`src/jsu_pkg.sv`:
```
package jsu_pkg;

    typedef enum logic [1:0] {
        KIND_DATA  = 2'd0,
        KIND_CLOSE = 2'd1,
        KIND_ERROR = 2'd2
    } kind_t;

    localparam logic [3:0] ERR_NONE         = 4'd0;
    localparam logic [3:0] ERR_NO_OPEN      = 4'd1;
    localparam logic [3:0] ERR_CONTROL      = 4'd2;
    localparam logic [3:0] ERR_UNTERM       = 4'd3;
    localparam logic [3:0] ERR_UNTERM_ESC   = 4'd4;
    localparam logic [3:0] ERR_BAD_ESC      = 4'd5;
    localparam logic [3:0] ERR_HEX_SHORT    = 4'd6;
    localparam logic [3:0] ERR_BAD_HEX      = 4'd7;
    localparam logic [3:0] ERR_MISSING_LOW  = 4'd8;
    localparam logic [3:0] ERR_BAD_LOW      = 4'd9;
    localparam logic [3:0] ERR_LONE_LOW     = 4'd10;

    localparam int QUEUE_DEPTH = 4;
    localparam int QPTR_W      = $clog2(QUEUE_DEPTH);
    localparam int QCNT_W      = $clog2(QUEUE_DEPTH + 1);

    // one job per accepted input beat that yields results
    typedef struct packed {
        kind_t       kind;
        logic [3:0]  code;
        logic [20:0] cp;
        logic [1:0]  last_idx;   // utf-8 length minus one
    } job_t;

    function automatic logic [7:0] utf8_byte(input logic [20:0] cp,
                                             input logic [1:0] last_idx,
                                             input logic [1:0] idx);
        logic [1:0] rem;
        logic [7:0] b;
        rem = last_idx - idx;
        b   = 8'h00;
        if (last_idx == 2'd0)
        begin
            b = cp[7:0];
        end
        else if (idx == 2'd0)
        begin
            case (last_idx)
                2'd1:    b = {3'b110, cp[10:6]};
                2'd2:    b = {4'b1110, cp[15:12]};
                default: b = {5'b11110, cp[20:18]};
            endcase
        end
        else
        begin
            case (rem)
                2'd0:    b = {2'b10, cp[5:0]};
                2'd1:    b = {2'b10, cp[11:6]};
                default: b = {2'b10, cp[17:12]};
            endcase
        end
        return b;
    endfunction

endpackage

```
`src/jsu_front.sv`:
```
module jsu_front (
    input  logic          clk,
    input  logic          rst_n,
    input  logic          in_valid,
    output logic          in_stall,
    input  logic [7:0]    in_byte,
    input  logic          input_end,
    input  logic          q_full,
    output logic          q_push,
    output jsu_pkg::job_t q_job
);
    import jsu_pkg::*;

    typedef enum logic [7:0] {
        PH_IDLE   = 8'b0000_0001,
        PH_WAIT   = 8'b0000_0010,
        PH_STR    = 8'b0000_0100,
        PH_ESC    = 8'b0000_1000,
        PH_HEX1   = 8'b0001_0000,
        PH_LOW_BS = 8'b0010_0000,
        PH_LOW_U  = 8'b0100_0000,
        PH_HEX2   = 8'b1000_0000
    } phase_t;

    phase_t      phase_reg, phase_next;
    logic [1:0]  cnt_reg, cnt_next;
    logic [15:0] acc_reg, acc_next;
    logic [9:0]  hi_reg, hi_next;

    logic        accept;
    logic [4:0]  digit;
    logic [15:0] hex_val;

    assign in_stall = q_full;
    assign accept   = in_valid && !q_full;

    always_comb
    begin
        case (in_byte) inside
            [8'h30:8'h39]: digit = {1'b0, in_byte[3:0]};
            [8'h41:8'h46],
            [8'h61:8'h66]: digit = {1'b0, in_byte[3:0] + 4'd9};
            default:       digit = 5'h10;
        endcase
    end

    assign hex_val = {acc_reg[11:0], digit[3:0]};

    function automatic logic [1:0] utf8_last(input logic [20:0] cp);
        if (cp <= 21'h7F)
            return 2'd0;
        else if (cp <= 21'h7FF)
            return 2'd1;
        else if (cp <= 21'hFFFF)
            return 2'd2;
        return 2'd3;
    endfunction

    always_comb
    begin
        logic       err;
        logic [3:0] code;
        logic       emit;
        job_t       j;
        err        = 1'b0;
        code       = ERR_NONE;
        emit       = 1'b0;
        j.kind     = KIND_DATA;
        j.code     = ERR_NONE;
        j.cp       = '0;
        j.last_idx = 2'd0;
        phase_next = phase_reg;
        cnt_next   = cnt_reg;
        acc_next   = acc_reg;
        hi_next    = hi_reg;

        case (phase_reg)
            PH_IDLE:
            begin
                if (!input_end)
                begin
                    if (in_byte == 8'h22)
                        phase_next = PH_STR;
                    else
                    begin
                        err  = 1'b1;
                        code = ERR_NO_OPEN;
                    end
                end
            end
            PH_WAIT:
            begin
                if (!input_end && in_byte == 8'h22)
                    phase_next = PH_STR;
            end
            PH_STR:
            begin
                if (input_end)
                begin
                    err  = 1'b1;
                    code = ERR_UNTERM;
                end
                else if (in_byte == 8'h22)
                begin
                    phase_next = PH_IDLE;
                    emit       = 1'b1;
                    j.kind     = KIND_CLOSE;
                end
                else if (in_byte < 8'h20)
                begin
                    err  = 1'b1;
                    code = ERR_CONTROL;
                end
                else if (in_byte == 8'h5C)
                    phase_next = PH_ESC;
                else
                begin
                    emit = 1'b1;
                    j.cp = {13'd0, in_byte};
                end
            end
            PH_ESC:
            begin
                if (input_end)
                begin
                    err  = 1'b1;
                    code = ERR_UNTERM_ESC;
                end
                else
                begin
                    phase_next = PH_STR;
                    emit       = 1'b1;
                    case (in_byte)
                        8'h22, 8'h5C, 8'h2F: j.cp = {13'd0, in_byte};
                        8'h62: j.cp = 21'h08;
                        8'h66: j.cp = 21'h0C;
                        8'h6E: j.cp = 21'h0A;
                        8'h72: j.cp = 21'h0D;
                        8'h74: j.cp = 21'h09;
                        8'h75:
                        begin
                            emit       = 1'b0;
                            phase_next = PH_HEX1;
                            cnt_next   = 2'd0;
                            acc_next   = 16'd0;
                        end
                        default:
                        begin
                            emit = 1'b0;
                            err  = 1'b1;
                            code = ERR_BAD_ESC;
                        end
                    endcase
                end
            end
            PH_HEX1, PH_HEX2:
            begin
                if (input_end)
                begin
                    err  = 1'b1;
                    code = ERR_HEX_SHORT;
                end
                else if (digit[4])
                begin
                    err  = 1'b1;
                    code = ERR_BAD_HEX;
                end
                else
                begin
                    acc_next = hex_val;
                    if (cnt_reg != 2'd3)
                        cnt_next = cnt_reg + 2'd1;
                    else
                    begin
                        cnt_next = 2'd0;
                        if (phase_reg == PH_HEX1)
                        begin
                            if (hex_val[15:10] == 6'b110110)
                            begin
                                hi_next    = hex_val[9:0];
                                phase_next = PH_LOW_BS;
                            end
                            else if (hex_val[15:10] == 6'b110111)
                            begin
                                err  = 1'b1;
                                code = ERR_LONE_LOW;
                            end
                            else
                            begin
                                phase_next = PH_STR;
                                emit       = 1'b1;
                                j.cp       = {5'd0, hex_val};
                                j.last_idx = utf8_last(j.cp);
                            end
                        end
                        else
                        begin
                            if (hex_val[15:10] != 6'b110111)
                            begin
                                err  = 1'b1;
                                code = ERR_BAD_LOW;
                            end
                            else
                            begin
                                phase_next = PH_STR;
                                emit       = 1'b1;
                                j.cp       = 21'h10000 + {1'b0, hi_reg, hex_val[9:0]};
                                j.last_idx = 2'd3;
                            end
                        end
                    end
                end
            end
            PH_LOW_BS:
            begin
                if (!input_end && in_byte == 8'h5C)
                    phase_next = PH_LOW_U;
                else
                begin
                    err  = 1'b1;
                    code = ERR_MISSING_LOW;
                end
            end
            PH_LOW_U:
            begin
                if (!input_end && in_byte == 8'h75)
                begin
                    phase_next = PH_HEX2;
                    cnt_next   = 2'd0;
                    acc_next   = 16'd0;
                end
                else
                begin
                    err  = 1'b1;
                    code = ERR_MISSING_LOW;
                end
            end
            default:
            begin
                phase_next = PH_IDLE;
            end
        endcase

        if (err)
        begin
            phase_next = PH_WAIT;
            emit       = 1'b1;
            j.kind     = KIND_ERROR;
            j.code     = code;
            j.cp       = '0;
            j.last_idx = 2'd0;
        end

        q_push = accept && emit;
        q_job  = j;
    end

    always_ff @(posedge clk or negedge rst_n)
    begin
        if (!rst_n)
        begin
            phase_reg <= PH_IDLE;
            cnt_reg   <= 2'd0;
            acc_reg   <= 16'd0;
            hi_reg    <= 10'd0;
        end
        else if (accept)
        begin
            phase_reg <= phase_next;
            cnt_reg   <= cnt_next;
            acc_reg   <= acc_next;
            hi_reg    <= hi_next;
        end
    end

endmodule

```
`src/jsu_queue.sv`:
```
module jsu_queue (
    input  logic          clk,
    input  logic          rst_n,
    input  logic          push,
    input  jsu_pkg::job_t push_job,
    input  logic          pop,
    output logic          full,
    output logic          empty,
    output jsu_pkg::job_t head_job
);
    import jsu_pkg::*;

    job_t              mem_reg [QUEUE_DEPTH];
    logic [QPTR_W-1:0] wr_ptr_reg, rd_ptr_reg;
    logic [QCNT_W-1:0] cnt_reg, cnt_next;

    assign full     = (cnt_reg == QCNT_W'(QUEUE_DEPTH));
    assign empty    = (cnt_reg == '0);
    assign head_job = mem_reg[rd_ptr_reg];

    always_comb
    begin
        cnt_next = cnt_reg;
        if (push && !pop)
            cnt_next = cnt_reg + QCNT_W'(1);
        else if (pop && !push)
            cnt_next = cnt_reg - QCNT_W'(1);
    end

    always_ff @(posedge clk)
    begin
        if (push)
            mem_reg[wr_ptr_reg] <= push_job;
    end

    always_ff @(posedge clk or negedge rst_n)
    begin
        if (!rst_n)
        begin
            wr_ptr_reg <= '0;
            rd_ptr_reg <= '0;
            cnt_reg    <= '0;
        end
        else
        begin
            if (push)
                wr_ptr_reg <= wr_ptr_reg + QPTR_W'(1);
            if (pop)
                rd_ptr_reg <= rd_ptr_reg + QPTR_W'(1);
            cnt_reg <= cnt_next;
        end
    end

`ifndef SYNTH
    a_no_overflow: assert property (@(posedge clk) disable iff (!rst_n)
        full |-> !push)
        else $error("push into full queue");
    a_no_underflow: assert property (@(posedge clk) disable iff (!rst_n)
        empty |-> !pop)
        else $error("pop from empty queue");
`endif

endmodule

```
`src/jsu_back.sv`:
```
module jsu_back (
    input  logic          clk,
    input  logic          rst_n,
    input  logic          q_empty,
    input  jsu_pkg::job_t head_job,
    output logic          q_pop,
    output logic          out_valid,
    input  logic          out_stall,
    output logic [7:0]    out_byte,
    output logic [1:0]    out_kind,
    output logic [3:0]    error_code,
    output logic          last_of_run
);
    import jsu_pkg::*;

    logic       valid_reg;
    logic [7:0] byte_reg;
    logic [1:0] kind_reg;
    logic [3:0] code_reg;
    logic       last_reg;
    logic [1:0] idx_reg, idx_next;

    logic       load;
    logic       take;
    logic       job_last;
    logic [7:0] beat_byte;

    assign load      = !valid_reg || !out_stall;
    assign take      = load && !q_empty;
    assign job_last  = (head_job.kind != KIND_DATA) || (idx_reg == head_job.last_idx);
    assign q_pop     = take && job_last;
    assign idx_next  = job_last ? 2'd0 : idx_reg + 2'd1;
    assign beat_byte = (head_job.kind == KIND_DATA)
                       ? utf8_byte(head_job.cp, head_job.last_idx, idx_reg) : 8'h00;

    always_ff @(posedge clk or negedge rst_n)
    begin
        if (!rst_n)
        begin
            valid_reg <= 1'b0;
            idx_reg   <= 2'd0;
        end
        else if (load)
        begin
            valid_reg <= !q_empty;
            if (take)
                idx_reg <= idx_next;
        end
    end

    always_ff @(posedge clk)
    begin
        if (take)
        begin
            byte_reg <= beat_byte;
            kind_reg <= head_job.kind;
            code_reg <= (head_job.kind == KIND_ERROR) ? head_job.code : ERR_NONE;
            last_reg <= job_last;
        end
    end

    assign out_valid   = valid_reg;
    assign out_byte    = byte_reg;
    assign out_kind    = kind_reg;
    assign error_code  = code_reg;
    assign last_of_run = last_reg;

`ifndef SYNTH
    a_single_beat_nondata: assert property (@(posedge clk) disable iff (!rst_n)
        (out_valid && out_kind != KIND_DATA) |-> last_of_run)
        else $error("close or error beat not last of run");
    a_error_has_code: assert property (@(posedge clk) disable iff (!rst_n)
        (out_valid && out_kind == KIND_ERROR) |-> (error_code != ERR_NONE))
        else $error("error beat without code");
    a_idx_resets_after_last: assert property (@(posedge clk) disable iff (!rst_n)
        q_pop |=> (idx_reg == 2'd0))
        else $error("byte index not cleared after job");
`endif

endmodule

```
`src/json_string_unescape_utf8_unit.sv`:
```
// JSON string unescaper: raw text bytes in, decoded UTF-8 bytes out.
// Input channel: in_valid/in_stall with in_byte and input_end; a beat is taken
// when in_valid is high and in_stall is low. Feed the text from its opening
// quote; input_end marks the end of input and carries no byte.
// Output channel: out_valid/out_stall with out_byte, out_kind (data, close,
// error), error_code and last_of_run, which flags the final beat caused by
// one input beat. After an error the unit skips bytes up to the next quote.
// Timing: while the queue is not full the front decoder takes one input beat
// per cycle, writing at most one job into a 4-entry queue; the back end turns
// each job into 1 to 4 output beats, one per cycle while out_stall is low,
// through a registered output stage, which each job reaches via the queue.
// Input throughput is one beat per cycle while each beat yields at most one
// output byte and out_stall is low; the queue absorbs multi-byte \u results.
// When the receiver stalls the output beat holds; the queue fills and then
// in_stall rises, with no loss. Reset (rst_n low, asynchronous) empties the
// queue and output stage and returns the decoder to expecting an opening quote.
module json_string_unescape_utf8_unit (
    input  logic       clk,
    input  logic       rst_n,
    input  logic       in_valid,
    output logic       in_stall,
    input  logic [7:0] in_byte,
    input  logic       input_end,
    output logic       out_valid,
    input  logic       out_stall,
    output logic [7:0] out_byte,
    output logic [1:0] out_kind,
    output logic [3:0] error_code,
    output logic       last_of_run
);
    import jsu_pkg::*;

    logic q_full;
    logic q_empty;
    logic q_push;
    logic q_pop;
    job_t push_job;
    job_t head_job;

    jsu_front u_front (
        .clk       (clk),
        .rst_n     (rst_n),
        .in_valid  (in_valid),
        .in_stall  (in_stall),
        .in_byte   (in_byte),
        .input_end (input_end),
        .q_full    (q_full),
        .q_push    (q_push),
        .q_job     (push_job)
    );

    jsu_queue u_queue (
        .clk      (clk),
        .rst_n    (rst_n),
        .push     (q_push),
        .push_job (push_job),
        .pop      (q_pop),
        .full     (q_full),
        .empty    (q_empty),
        .head_job (head_job)
    );

    jsu_back u_back (
        .clk         (clk),
        .rst_n       (rst_n),
        .q_empty     (q_empty),
        .head_job    (head_job),
        .q_pop       (q_pop),
        .out_valid   (out_valid),
        .out_stall   (out_stall),
        .out_byte    (out_byte),
        .out_kind    (out_kind),
        .error_code  (error_code),
        .last_of_run (last_of_run)
    );

endmodule

```
`config.mk`:
```
export PLATFORM = sky130hd
export DESIGN_NAME = json_string_unescape_utf8_unit
export DESIGN_NICKNAME = d
export VERILOG_FILES = /design/src/jsu_pkg.sv /design/src/jsu_front.sv /design/src/jsu_queue.sv /design/src/jsu_back.sv /design/src/json_string_unescape_utf8_unit.sv
export SDC_FILE = /design/constraint.sdc
export NUM_CORES = 1
export LEC_CHECK = 0
export BUFFER_PORTS_ARGS = -buffer_cell sky130_fd_sc_hd__buf_2
export CAP_MARGIN = 20
export CORE_ASPECT_RATIO = 1.5
export CORE_MARGIN = 1.5
export CORE_UTILIZATION = 55
export CTS_CLUSTER_SIZE = 24
export DETAILED_ROUTE_END_ITERATION = 8
export GPL_TIMING_DRIVEN = 0
export PLACE_DENSITY = 0.78
export SETUP_SLACK_MARGIN = 0.15
export SLEW_MARGIN = 0
export SYNTH_ARGS = -nofsm -noshare
export SYNTH_HDL_FRONTEND = slang
export SYNTH_SLANG_ARGS = --single-unit
export TNS_END_PERCENT = 30
```
`constraint.sdc`:
```
create_clock -name clk -period 12.74 [get_ports clk]
set_clock_uncertainty 0.15 [all_clocks]
set_input_delay 1.274 -clock clk [delete_from_list [all_inputs] [get_ports clk]]
set_output_delay 1.274 -clock clk [all_outputs]
set_load 0.02 [all_outputs]
```
==> run metrics <==
run status finished clean; average cell area after synthesis 13.4 um2; Sw Pwr 658 uW; RR Startpoint u_queue.rd_ptr_reg[0]; slowest stage delay, CP 0.77 ns; WHS Path Cells 1; Synth Net Count 643; asr flop ratio synth 24.3%; residual DRC count 0; Synth Register Bits 173; cells on worst reg2reg path 16; antenna diode count 0; Post-CTS Setup Bufs 0; port bufs 29; endpoints failing hold 0; Hold EP u_queue.cnt_reg[2]; Die Wd 103 um; Die ar. 15700 um2; Crit Path Category register to register; HPWL after detailed placement 13300 um; setup TNS 0 ns; Nets 693; via count 5477; Hold Slack 0.344 ns; Root Driver clkbuf_16; CTS sink cnt 173; total gr overflow 0; Static Leak 3.25 nW; fin. max-slew vios 0; Skew-Pair Late Insertion Delay 0.43 ns; DP Area 8640 um2; met3 Usage GRT 4.50%; first-pass GRT wire length 29800 um; most common cell after layout, fill and taps aside edfxtp_1; num rows 54; Tcrit/Tclk final 39.4%; CTS resizes 0; class of the worst hold path register to register; busiest grt layer met2; Clock power frac 25.9%; Max Fanout on Critical Path 10; Critical path buffers and inverters 6; fin area 9220 um2; Ys Warns 0; VDD IR-drop max 0.0910 mV; synth unique cells 69; required time of the critical path 12.94 ns; Setup Viol. Count Final 0; Clock Tree Buf Depth 2; worst reg2reg endpoint u_queue.cnt_reg[2]; Routed wire per std cell 21.3 um; fraction of layout cells with a size suffix above 1 17.5%; worst slew margin relative to its limit 34.6%; met2 track demand over resource 43.2%; maxcap violations 0; effective utilization at floorplan 56.4%; IO Pins 30; GPL Wtd Cong 0.951; Comb power frac 34.7%; Total GRT Usage 25.7%; Max Clock Freq 199 MHz; crit start category register; sequential-to-total area share from yosys stat 60.6%; final wirelength 18600 um; Vert. Die Dim 153 um; Largest register FFs 116; slowest CP cell buf_1; Gate Count Post-Synth 612; met1 usage 30.3%; CORE AREA 14600 um2; Worst Max-Slew Pin Slew 0.981 ns; Synth Flop Type edfxtp_1; RSZ-0062 raised after global routing no; CP Data Arrival Time 5.22 ns; Pwr per Cell Area 204 nW/um2; Top cell by count, worst path nand2_1; fin crit period 5.02 ns; crit-path cells clkbuf_1 > buf_2 > buf_1 > mux4_2 > inv_1 > ha_1 > buf_1 > nand2_1 > nand2_1 > nand2_1 > ha_1 > inv_1 > fa_1 > xor2_1 > nor2_1 > xor2_1; number of global-route vias before repair 5630; Int Pwr 1.22 mW; switch share 35.1%; DR iter-0 viols 429; Netlist Area Pre-Place 8230 um2; synth-to-layout area growth 12.0%; most frequent cells in the layout edfxtp_1 (131), nand2_1 (54), nor2_1 (48); largest net degree at the start of global routing 43; Worst-path clk slew 0.07 ns; initial antenna violation count 0; CTS buffer count 17; Fillers 1101; sequential share of power 39.4%; H-tree depth 4; Post-CTS Hold Buffers 0; cell family with most CP delay buffers and inverters; min-delay src u_queue.cnt_reg[2]; Post-synth EDFFs 131; CTS tree built; Post-DRT Antenna Nets 0; DRT Pass-1 Iters 5; Critical Path End Type register; vias per cell 6.29; reg2reg setup slack 7.72 ns
## worst reg2reg max path, cell delays in order (launching register included)
cell	delay, ns
dfrtp_1	0.32
clkbuf_1	0.28
buf_2	0.37
buf_1	0.77
mux4_2	0.67
inv_1	0.15
ha_1	0.25
buf_1	0.26
nand2_1	0.12
nand2_1	0.18
nand2_1	0.20
ha_1	0.21
inv_1	0.08
fa_1	0.44
xor2_1	0.19
nor2_1	0.13
xor2_1	0.16
## cell type report
cell class | instances | area, um2 | area share, %
sequential | 173 | 4990 | 54.1
multi-input combinational | 397 | 3080 | 33.4
clock buffer | 18 | 429 | 4.66
tap | 196 | 245 | 2.66
timing repair buffer | 31 | 176 | 1.91
clock inverter | 14 | 129 | 1.40
buffer | 28 | 116 | 1.26
inverter | 14 | 52.6 | 0.570
## logic make-up after synthesis
kind of cell             Yosys count  share of synthesized area, %
buffers and inverters             42                          2.05
flip-flops                       173                          60.6
multiplexers                      48                          10.5
adder cells (fa/ha/maj)           18                          2.83
AND/OR/NAND/NOR                  204                          13.1
XOR/XNOR                          15                          1.60
AO/OA/AOI/OAI                    112                          9.34
## power by group through the flow
stage	logic (mW)	registers [mW]	clock network, mW
detailed placement	0.645	0.751	0
CTS	0.650	0.740	0.489
global placement	0.622	0.747	0
finish	0.652	0.739	0.486
floorplan	0.438	0.776	0
global route	0.708	0.749	0.514
## layer usage
metal	wire [um]	part of all wire, %	up-vias
met5	0	0	-
met4	1030	5.6	0
li1	-	-	2469
met2	9820	53	227
met1	6870	37	2718
met3	844	4.5	63
## stage by stage
stage          power [mW]  util [%]  cells  setup WS (ns)
5_1_grt              1.97      63.1    871           7.37
2_1_floorplan        1.21         -    612           8.43
3_3_place_gp         1.37      59.0    837           7.33
3_5_place_dp         1.40      59.2    838           7.52
4_1_cts              1.88      63.0    870           7.62
6_report             1.88      63.1    871           7.72
## synth_stat cells, types with 9 or more instances
cell type / n / area [um2]
inv_1: 14 / 52.6
a211oi_1: 12 / 90.1
nand3_1: 9 / 45.0
a21oi_1: 18 / 90.1
a22oi_1: 11 / 82.6
dfrtp_1: 41 / 1030
o21ai_0: 19 / 95.1
mux4_2: 29 / 653
ha_1: 17 / 213
clkbuf_1: 18 / 67.6
nor3_1: 12 / 60.1
nand2_1: 54 / 203
edfxtp_1: 131 / 3930
nor2_1: 48 / 180
## how the worst max path moves through the flow
stage / to / cells past startpoint / start
after global placement: u_queue.mem_reg[0][23] / 10 / in_byte[0]
after CTS: u_queue.cnt_reg[2] / 16 / u_queue.rd_ptr_reg[0]
after floorplan: u_queue.cnt_reg[1] / 12 / in_byte[0]
after global routing: u_queue.cnt_reg[2] / 16 / u_queue.rd_ptr_reg[0]
after detailed placement: u_queue.cnt_reg[2] / 15 / in_byte[0]
final: u_queue.cnt_reg[2] / 16 / u_queue.rd_ptr_reg[0]
(Power assumes the default switching activity.)
